[config.mk]
export PLATFORM = sky130hd
export DESIGN_NAME = dual_hbridge_pwm_slew_ramp
export DESIGN_NICKNAME = d
export VERILOG_FILES = /design/src/hdl/dhb_pkg.sv /design/src/hdl/dhb_side.sv /design/src/hdl/dual_hbridge_pwm_slew_ramp.sv
export SDC_FILE = /design/constraint.sdc
export NUM_CORES = 1
export LEC_CHECK = 0
export BUFFER_PORTS_ARGS = -buffer_cell sky130_fd_sc_hd__clkbuf_2
export CORE_MARGIN = 2
export CORE_UTILIZATION = 40
export CTS_CLUSTER_SIZE = 14
export DETAILED_ROUTE_END_ITERATION = 6
export GPL_TIMING_DRIVEN = 0
export HOLD_SLACK_MARGIN = 0.1
export RECOVER_POWER = 50
export SETUP_SLACK_MARGIN = 0.15
export SYNTH_ARGS = -nofsm -noshare
export SYNTH_HDL_FRONTEND = slang
export SYNTH_SLANG_ARGS = --single-unit
[constraint.sdc]
create_clock -name clk -period 8.1 [get_ports clk]
set_clock_uncertainty 0.05 [all_clocks]
set_input_delay 1.62 -clock clk [delete_from_list [all_inputs] [get_ports clk]]
set_output_delay 1.62 -clock clk [all_outputs]
set_load 0.02 [all_outputs]
[src/hdl/dhb_pkg.sv]
// ----------------------------------------------------------------------------
// dhb_pkg
// Types and constants shared by the dual H-bridge PWM slew ramp block.
// ----------------------------------------------------------------------------
package dhb_pkg;

  localparam int DUTY_W  = 8;
  localparam int MAG_W   = 8;
  localparam int DZ_W    = 7;
  localparam int WD_W    = 7;
  localparam int CFG_IDX_W = 3;
  localparam int CFG_DATA_W = 8;

  localparam logic [DUTY_W-1:0] DUTY_MAX = '1;

  localparam logic [DZ_W-1:0]   DEADZONE_RST = 7'd1;
  localparam logic [WD_W-1:0]   WD_LIMIT_RST = 7'd75;
  localparam logic [DUTY_W-1:0] MIN_DUTY_RST = 8'd10;
  localparam logic [DUTY_W-1:0] MAX_DUTY_RST = 8'd250;

  typedef enum logic [CFG_IDX_W-1:0] {
    CFG_DEADZONE       = 3'd0,
    CFG_WATCHDOG_LIMIT = 3'd1,
    CFG_MIN_DUTY       = 3'd2,
    CFG_MAX_DUTY       = 3'd3
  } cfg_reg_t;

  typedef struct packed {
    logic              watchdog_kick;
    logic signed [7:0] left_command;
    logic signed [7:0] right_command;
  } in_beat_t;

  typedef struct packed {
    logic [DUTY_W-1:0] left_forward_duty;
    logic [DUTY_W-1:0] left_reverse_duty;
    logic [DUTY_W-1:0] right_forward_duty;
    logic [DUTY_W-1:0] right_reverse_duty;
    logic              watchdog_expired;
  } out_beat_t;

  typedef struct packed {
    logic [DUTY_W-1:0] fwd;
    logic [DUTY_W-1:0] rev;
    logic              reversed;
  } side_t;

  typedef struct packed {
    logic [DUTY_W-1:0] min_duty;
    logic [DUTY_W-1:0] max_duty;
  } duty_lim_t;

endpackage

[src/hdl/dhb_side.sv]
// ----------------------------------------------------------------------------
// dhb_side
// Target duty and one-step slew update for one H-bridge side, with
// ramp-down to zero before a direction change.
// ----------------------------------------------------------------------------
module dhb_side import dhb_pkg::*; #(
  parameter int SPEED_GAIN = 4
) (
  input  side_t            cur,
  input  logic             neg,
  input  logic [MAG_W-1:0] mag,
  input  logic             active,
  input  duty_lim_t        lim,
  output side_t            nxt
);

  localparam int GAIN_W = $clog2(SPEED_GAIN + 1);
  localparam int PROD_W = MAG_W + GAIN_W;

  logic [PROD_W-1:0] product;
  logic [DUTY_W-1:0] sat;
  logic [DUTY_W-1:0] target;
  logic [DUTY_W-1:0] drive;
  logic [DUTY_W-1:0] stepped;
  logic [DUTY_W-1:0] fwd_dn;
  logic [DUTY_W-1:0] rev_dn;

  assign product = PROD_W'(mag) * PROD_W'(SPEED_GAIN);
  assign sat = (product > PROD_W'(DUTY_MAX)) ? DUTY_MAX : product[DUTY_W-1:0];

  always_comb begin
    if (!active) begin
      target = '0;
    end else if (sat < lim.min_duty) begin
      target = '0;
    end else if (sat > lim.max_duty) begin
      target = lim.max_duty;
    end else begin
      target = sat;
    end
  end

  assign drive = neg ? cur.rev : cur.fwd;

  always_comb begin
    if (drive < target) begin
      stepped = drive + 1'b1;
    end else if (drive > target) begin
      stepped = drive - 1'b1;
    end else begin
      stepped = drive;
    end
  end

  assign fwd_dn = (cur.fwd != '0) ? cur.fwd - 1'b1 : '0;
  assign rev_dn = (cur.rev != '0) ? cur.rev - 1'b1 : '0;

  always_comb begin
    nxt = cur;
    if (neg == cur.reversed) begin
      nxt.fwd = neg ? '0 : stepped;
      nxt.rev = neg ? stepped : '0;
    end else begin
      nxt.fwd = fwd_dn;
      nxt.rev = rev_dn;
      if (fwd_dn == '0 && rev_dn == '0) begin
        nxt.reversed = neg;
      end
    end
  end

endmodule

[src/hdl/dual_hbridge_pwm_slew_ramp.sv]
// Latency: a tick's result is registered at the edge that accepts it and is
// offered from the next cycle on.
// Throughput: one tick per cycle; the single output register stalls the input
// only while it holds a result that the sink has not taken.
// Reset (rst, synchronous): duties, direction flags and watchdog count clear,
// registers return to deadzone 1, limit 75, min 10, max 250.
// ----------------------------------------------------------------------------
// dual_hbridge_pwm_slew_ramp
// Watchdog-gated, slew-limited dual H-bridge PWM duty generator.
// ----------------------------------------------------------------------------
module dual_hbridge_pwm_slew_ramp import dhb_pkg::*; #(
  parameter int SPEED_GAIN = 4
) (
  input  logic                  clk,
  input  logic                  rst,
  input  logic                  in_valid,
  output logic                  in_stall,
  input  in_beat_t              in_data,
  output logic                  out_valid,
  input  logic                  out_stall,
  output out_beat_t             out_data,
  input  logic                  cfg_valid,
  output logic                  cfg_ready,
  input  logic [CFG_IDX_W-1:0]  cfg_index,
  input  logic [CFG_DATA_W-1:0] cfg_data
);

  logic [DZ_W-1:0] deadzone;
  logic [WD_W-1:0] watchdog_limit;
  duty_lim_t       lim;

  logic [WD_W-1:0] silence_count;
  logic [WD_W-1:0] silence_count_next;
  side_t           left_side;
  side_t           right_side;
  side_t           left_side_next;
  side_t           right_side_next;

  logic             in_accept;
  logic             expired;
  logic             active;
  logic             left_neg;
  logic             right_neg;
  logic [MAG_W-1:0] left_mag;
  logic [MAG_W-1:0] right_mag;

  assign cfg_ready = 1'b1;
  assign in_stall  = out_valid & out_stall;
  assign in_accept = in_valid & ~in_stall;

  always_ff @(posedge clk) begin
    if (rst) begin
      deadzone       <= DEADZONE_RST;
      watchdog_limit <= WD_LIMIT_RST;
      lim.min_duty   <= MIN_DUTY_RST;
      lim.max_duty   <= MAX_DUTY_RST;
    end else if (cfg_valid && cfg_ready) begin
      case (cfg_index)
        CFG_DEADZONE:       deadzone       <= cfg_data[DZ_W-1:0];
        CFG_WATCHDOG_LIMIT: watchdog_limit <= cfg_data[WD_W-1:0];
        CFG_MIN_DUTY:       lim.min_duty   <= cfg_data[DUTY_W-1:0];
        CFG_MAX_DUTY:       lim.max_duty   <= cfg_data[DUTY_W-1:0];
        default: ;
      endcase
    end
  end

  always_comb begin
    if (in_data.watchdog_kick) begin
      silence_count_next = '0;
    end else if (silence_count < watchdog_limit) begin
      silence_count_next = silence_count + 1'b1;
    end else begin
      silence_count_next = silence_count;
    end
  end

  assign expired   = silence_count_next >= watchdog_limit;
  assign left_neg  = in_data.left_command[7];
  assign right_neg = in_data.right_command[7];
  assign left_mag  = left_neg ? MAG_W'(-in_data.left_command) : MAG_W'(in_data.left_command);
  assign right_mag = right_neg ? MAG_W'(-in_data.right_command)
                               : MAG_W'(in_data.right_command);
  assign active = ~expired & ((left_mag > MAG_W'(deadzone)) | (right_mag > MAG_W'(deadzone)));

  dhb_side #(.SPEED_GAIN(SPEED_GAIN)) u_left (
    .cur    (left_side),
    .neg    (left_neg),
    .mag    (left_mag),
    .active (active),
    .lim    (lim),
    .nxt    (left_side_next)
  );

  dhb_side #(.SPEED_GAIN(SPEED_GAIN)) u_right (
    .cur    (right_side),
    .neg    (right_neg),
    .mag    (right_mag),
    .active (active),
    .lim    (lim),
    .nxt    (right_side_next)
  );

  always_ff @(posedge clk) begin
    if (rst) begin
      silence_count <= '0;
      left_side     <= '0;
      right_side    <= '0;
      out_valid     <= 1'b0;
    end else begin
      if (in_accept) begin
        silence_count <= silence_count_next;
        left_side     <= left_side_next;
        right_side    <= right_side_next;
        out_valid     <= 1'b1;
      end else if (!out_stall) begin
        out_valid <= 1'b0;
      end
    end
  end

  always_ff @(posedge clk) begin
    if (in_accept) begin
      out_data.left_forward_duty  <= left_side_next.fwd;
      out_data.left_reverse_duty  <= left_side_next.rev;
      out_data.right_forward_duty <= right_side_next.fwd;
      out_data.right_reverse_duty <= right_side_next.rev;
      out_data.watchdog_expired   <= expired;
    end
  end

  a_one_side_driven: assert property (@(posedge clk) disable iff (rst)
    !(left_side.fwd != '0 && left_side.rev != '0) &&
    !(right_side.fwd != '0 && right_side.rev != '0))
    else $error("both halves of an H-bridge side driven");

  a_slew_one_step: assert property (@(posedge clk) disable iff (rst)
    in_accept |=> (left_side.fwd == $past(left_side.fwd) ||
                   left_side.fwd == $past(left_side.fwd) + 1'b1 ||
                   left_side.fwd == $past(left_side.fwd) - 1'b1))
    else $error("left forward duty moved more than one step");

  a_kick_clears_expiry: assert property (@(posedge clk) disable iff (rst)
    (in_accept && in_data.watchdog_kick && watchdog_limit != '0)
      |=> !out_data.watchdog_expired)
    else $error("watchdog expired right after a kick");

endmodule
==> impl_metrics.csv <==
group,metric,value,unit
power,power_frac_seq,0.338,
sta,max_slew.worst_pin.slew,1.15,ns
power,switching_power,732,µW
setup_path,timing.setup.critical_path_class,"input pin to flop",
synthesis,syn-instance-count,1130,
setup_path,endpoint_kind,"flop",
setup_path,critical_path_required,8.17,ns
route,drt_pre_antenna_iters,5,
grt,remaining_overflow_grt,0,
final_layout,ratio_of_cells_with_drive_above_1_in_the_final_layout,0.0767,
grt,grt_util_met1,0.332,
final_layout,antenna-diode-count,0,
synthesis,ys.flop_type,"dfxtp_1",
grt,antenna_found_initial,0,
clock_network,worst_skew_pair.late_latency,0.37,ns
clock_network,cts_hold_buf,0,
setup_path,startpoint_type,"input pin",
clock_network,cts.root.buffer_cell,"clkbuf_16",
floorplan,dieWidth,154,µm
clock_network,htreeDepth,3,
status,outcome,"completed",
power,internal_power,1.12,mW
route,routed_wirelength,28.5,mm
synthesis,ys_warn_count,0,
synthesis,syn_area,9000,µm²
grt,track_usage,0.242,
floorplan,floorplan.initialDensity,0.410,
synthesis,synthDominantAreaCellType,"dfxtp_1",
final_layout,syn_to_final_growth,10.8,%
setup_path,max_stage_delay,0.71,ns
grt,grt_first_pass_wirelength,45.4,mm
place,post-dp-hpwl,21.9,mm
floorplan,placement_rows,54,
power,part_of_the_total_power_dissipated_in_combinational_logic,0.400,
power,power.share.clock,0.262,
setup_path,worst-path-stages,22,
synthesis,synth_nets,1245,
grt,grt.met2_usage,0.379,
power,power-per-cell-area,185,nW/µm²
place,gp_routability_congestion,0.971,
grt,first_global_vias,8346,
power,vdd_drop_max,0.122,mV
setup_path,worst-endpoint-arrival,7.57,ns
grt,grt_start_max_net_pins,26,
setup_path,critical_path.slowest_cell,"o21bai_1",
setup_path,worst_setup_path_endpoint,"out_data[15]",
sta,rsz0062_at_grt,"false",
route,via_per_inst,5.99,
synthesis,number_of_flops_mapped_to_enable_cells_by_yosys,33,
clock_network,cts_buffer_depth,2,
clock_network,cts_tree,"yes",
route,wire_per_inst,19.1,µm
sta,count_of_final_setup_violators,0,
synthesis,post_synth.cell_area_avg,7.97,µm²
floorplan,die-area,23700,µm²
grt,grt.met3_usage,0.0403,
clock_network,cts_buffers,9,
route,routed-via-count,8938,
sta,achievable-frequency,133,MHz
sta,period_share,0.927,
floorplan,fp.dieH,154,µm
route,dr.first_iter.drc_count,702,
setup_path,critical_path_buf_inv_count,5,
synthesis,synth_seq_cells,105,
sta,timing.final.crit_period,7.50,ns
hold_path,min_path_type,"flop to flop",
synthesis,synth_top_cell_area_share,0.160,
floorplan,design.portCount,69,
setup_path,worst_setup_path_startpoint,"in_data[7]",
sta,fin_worst_hold_slack,0.451,ns
clock_network,clkSlewWorstSetupHoldPaths,0.08,ns
setup_path,worst-r2r-cell-count,22,
synthesis,post_synth_main_area_contributors,"dfxtp_1, ha_1, edfxtp_1",
setup_path,critical-path-top-delay-family,"compound AO/OA/AOI/OAI gates",
route,ant_nets,0,
sta,finalMaxSlewViolations,0,
synthesis,synthArstFlopShare,0,
setup_path,worst_r2r_endpoint,"out_data[15]",
power,fin_total_pwr,1.85,mW
final_layout,num-nets-final,1322,
clock_network,cts.sink_count,105,
sta,final_hold_viol_count,0,
grt,gr-max-usage-layer,"met2",
synthesis,seq_area_frac_synth,0.270,
floorplan,core_area,22000,µm²
power,p_sw_frac,0.396,
route,drc_errors,0,
setup_path,worstPathCellList,"buf_2 -> buf_1 -> clkbuf_1 -> clkbuf_1 -> nand2_1 -> o21ai_0 -> or2_2 -> ha_1 -> a21oi_1 -> nor2_1 -> a2111oi_2 -> or2_2 -> buf_1 -> o211ai_1 -> ha_1 -> nand4_1 -> o21bai_1 -> or3_1 -> a21oi_1 -> a31oi_1 -> xnor2_1 -> a21o_1",
setup_path,reg2reg_from,"silence_count[5]",
synthesis,yosysUniqueCellTypes,82,
sta,slew-limit-headroom,0.231,
setup_path,ff_to_ff_setup_slack,1.22,ns
place,place.port_buffers,65,
power,static-leakage-power,4.10,nW
job,maxCapViolations,0,
setup_path,critical_path_peak_fanout,10,
## how the worst min path moves through the flow
stage                      startpoint                end  depth (start not counted)
floorplan           watchdog_limit[1]  watchdog_limit[1]                          2
global route        watchdog_limit[3]  watchdog_limit[3]                          2
finish                        lim[10]            lim[10]                          2
CTS                           lim[10]            lim[10]                          2
detailed placement            lim[10]            lim[10]                          2
global placement              lim[10]            lim[10]                          2
## layer usage
layer | part of all wire | routed length [µm] | vias to the layer above
li1 | - | - | 4317
met1 | 0.45 | 12900 | 4172
met2 | 0.43 | 12400 | 383
met3 | 0.079 | 2260 | 66
met4 | 0.033 | 950 | 0
met5 | 0 | 0 | -
## power by group through the flow
stage	clock, mW	sequential (mW)	combinational (mW)
3_5_place_dp	0	0.637	0.730
6_report	0.485	0.625	0.740
3_3_place_gp	0	0.637	0.721
5_1_grt	0.509	0.631	0.821
2_1_floorplan	0	0.664	0.500
4_1_cts	0.489	0.625	0.733
## stage by stage
step | cells | setup WS [ns] | instance area, µm² | utilization | TNS (ns)
2_1_floorplan | 1130 | 1.09 | 9000 | - | 0
3_3_place_gp | 1475 | -0.395 | 9680 | 0.441 | -2.35
3_5_place_dp | 1476 | -0.423 | 9700 | 0.442 | -2.69
4_1_cts | 1492 | 0.286 | 10000 | 0.456 | 0
5_1_grt | 1492 | 0.152 | 9970 | 0.454 | 0
6_report | 1492 | 0.595 | 9970 | 0.454 | 0
## flip-flops by register name (all words and copies together), names as in the netlist
name	flops
out_data	33
deadzone	7
right_side	17
left_side	17
watchdog_limit	7
out_valid	1
silence_count	7
lim	16
## cell usage in the layout (no fill, tap or decap), types with 12 or more instances in the layout
cell type  instances
nor2b_1           12
nor4_1            18
nand2_1           89
a31oi_1           16
xnor2_1           27
dfxtp_1           72
nand3_1           24
clkbuf_1          98
o22ai_1           17
or2_2             16
nor2_1           117
nor3_1            29
inv_1             60
and3_1            19
o21ai_0           52
clkbuf_2          30
a21o_1            15
nand4_1           23
edfxtp_1          33
mux2i_1           42
a21oi_1           61
or3_1             15
ha_1              82
o211ai_1          33
## what timing repair did
action | CTS | global route
buffers inserted | 0 | 0
setup endpoints to repair | 5 | 21
gates resized for setup | 1 | 4
pin swaps | 0 | 0
cloned | 0 | 0
## cells in the mapped netlist (4+ instances only)
library cell	count
a211oi_1	8
nor2b_1	12
buf_1	6
a221oi_1	4
and3_1	19
o41ai_1	5
nand2_1	89
xor2_1	11
or4_1	8
o21ai_0	52
dfxtp_1	72
nor2_1	118
nor3_1	29
mux2i_1	43
inv_1	60
o21a_1	8
o211a_1	4
o22a_1	6
ha_1	82
edfxtp_1	33
clkbuf_1	62
xnor2_1	27
a32oi_1	4
mux2_2	6
a31oi_1	15
nand3b_1	8
a21o_1	15
o31ai_1	8
nand3_1	24
nand4_1	23
a211o_1	9
nand2b_1	11
a21oi_1	61
and2_1	9
nor4_1	18
or3_1	15
o22ai_1	17
nor3b_1	5
or2b_2	4
o211ai_1	33
or2_2	16
## cells by family after synthesis
family | Yosys count | share of synthesized area
simple gates | 430 | 0.245
compound gates | 288 | 0.215
buf+inv | 137 | 0.0634
flops | 105 | 0.270
fa+ha+maj | 82 | 0.114
mux | 49 | 0.0553
xor+xnor | 38 | 0.0370
other cells | 1 | 0.000416
## layout make-up
| class | count | area, µm² |
|---|---|---|
| buffer | 76 | 329 |
| multi-input combinational | 888 | 6010 |
| clock buffer | 10 | 239 |
| timing repair buffer | 66 | 302 |
| inverter | 61 | 241 |
| sequential | 105 | 2430 |
| clock inverter | 6 | 71.3 |
| fill | 2222 | 12000 |
| tap | 280 | 350 |
## worst register-to-register path, cell delays in order (launching register included)
cell,delay (ns)
dfxtp_1,0.44
ha_1,0.29
a21o_1,0.16
a221o_1,0.34
a31oi_1,0.65
xnor2_1,0.17
or2_2,0.31
ha_1,0.26
nand2b_1,0.14
a21o_1,0.17
a21o_1,0.16
a21oi_1,0.13
o21ai_0,0.27
nor3b_2,0.50
o211ai_1,0.18
ha_1,0.33
nand4_1,0.19
o21bai_1,0.71
or3_1,0.22
a21oi_1,0.04
a31oi_1,0.58
xnor2_1,0.13
a21o_1,0.22
Power figures use the tool's default switching activity.
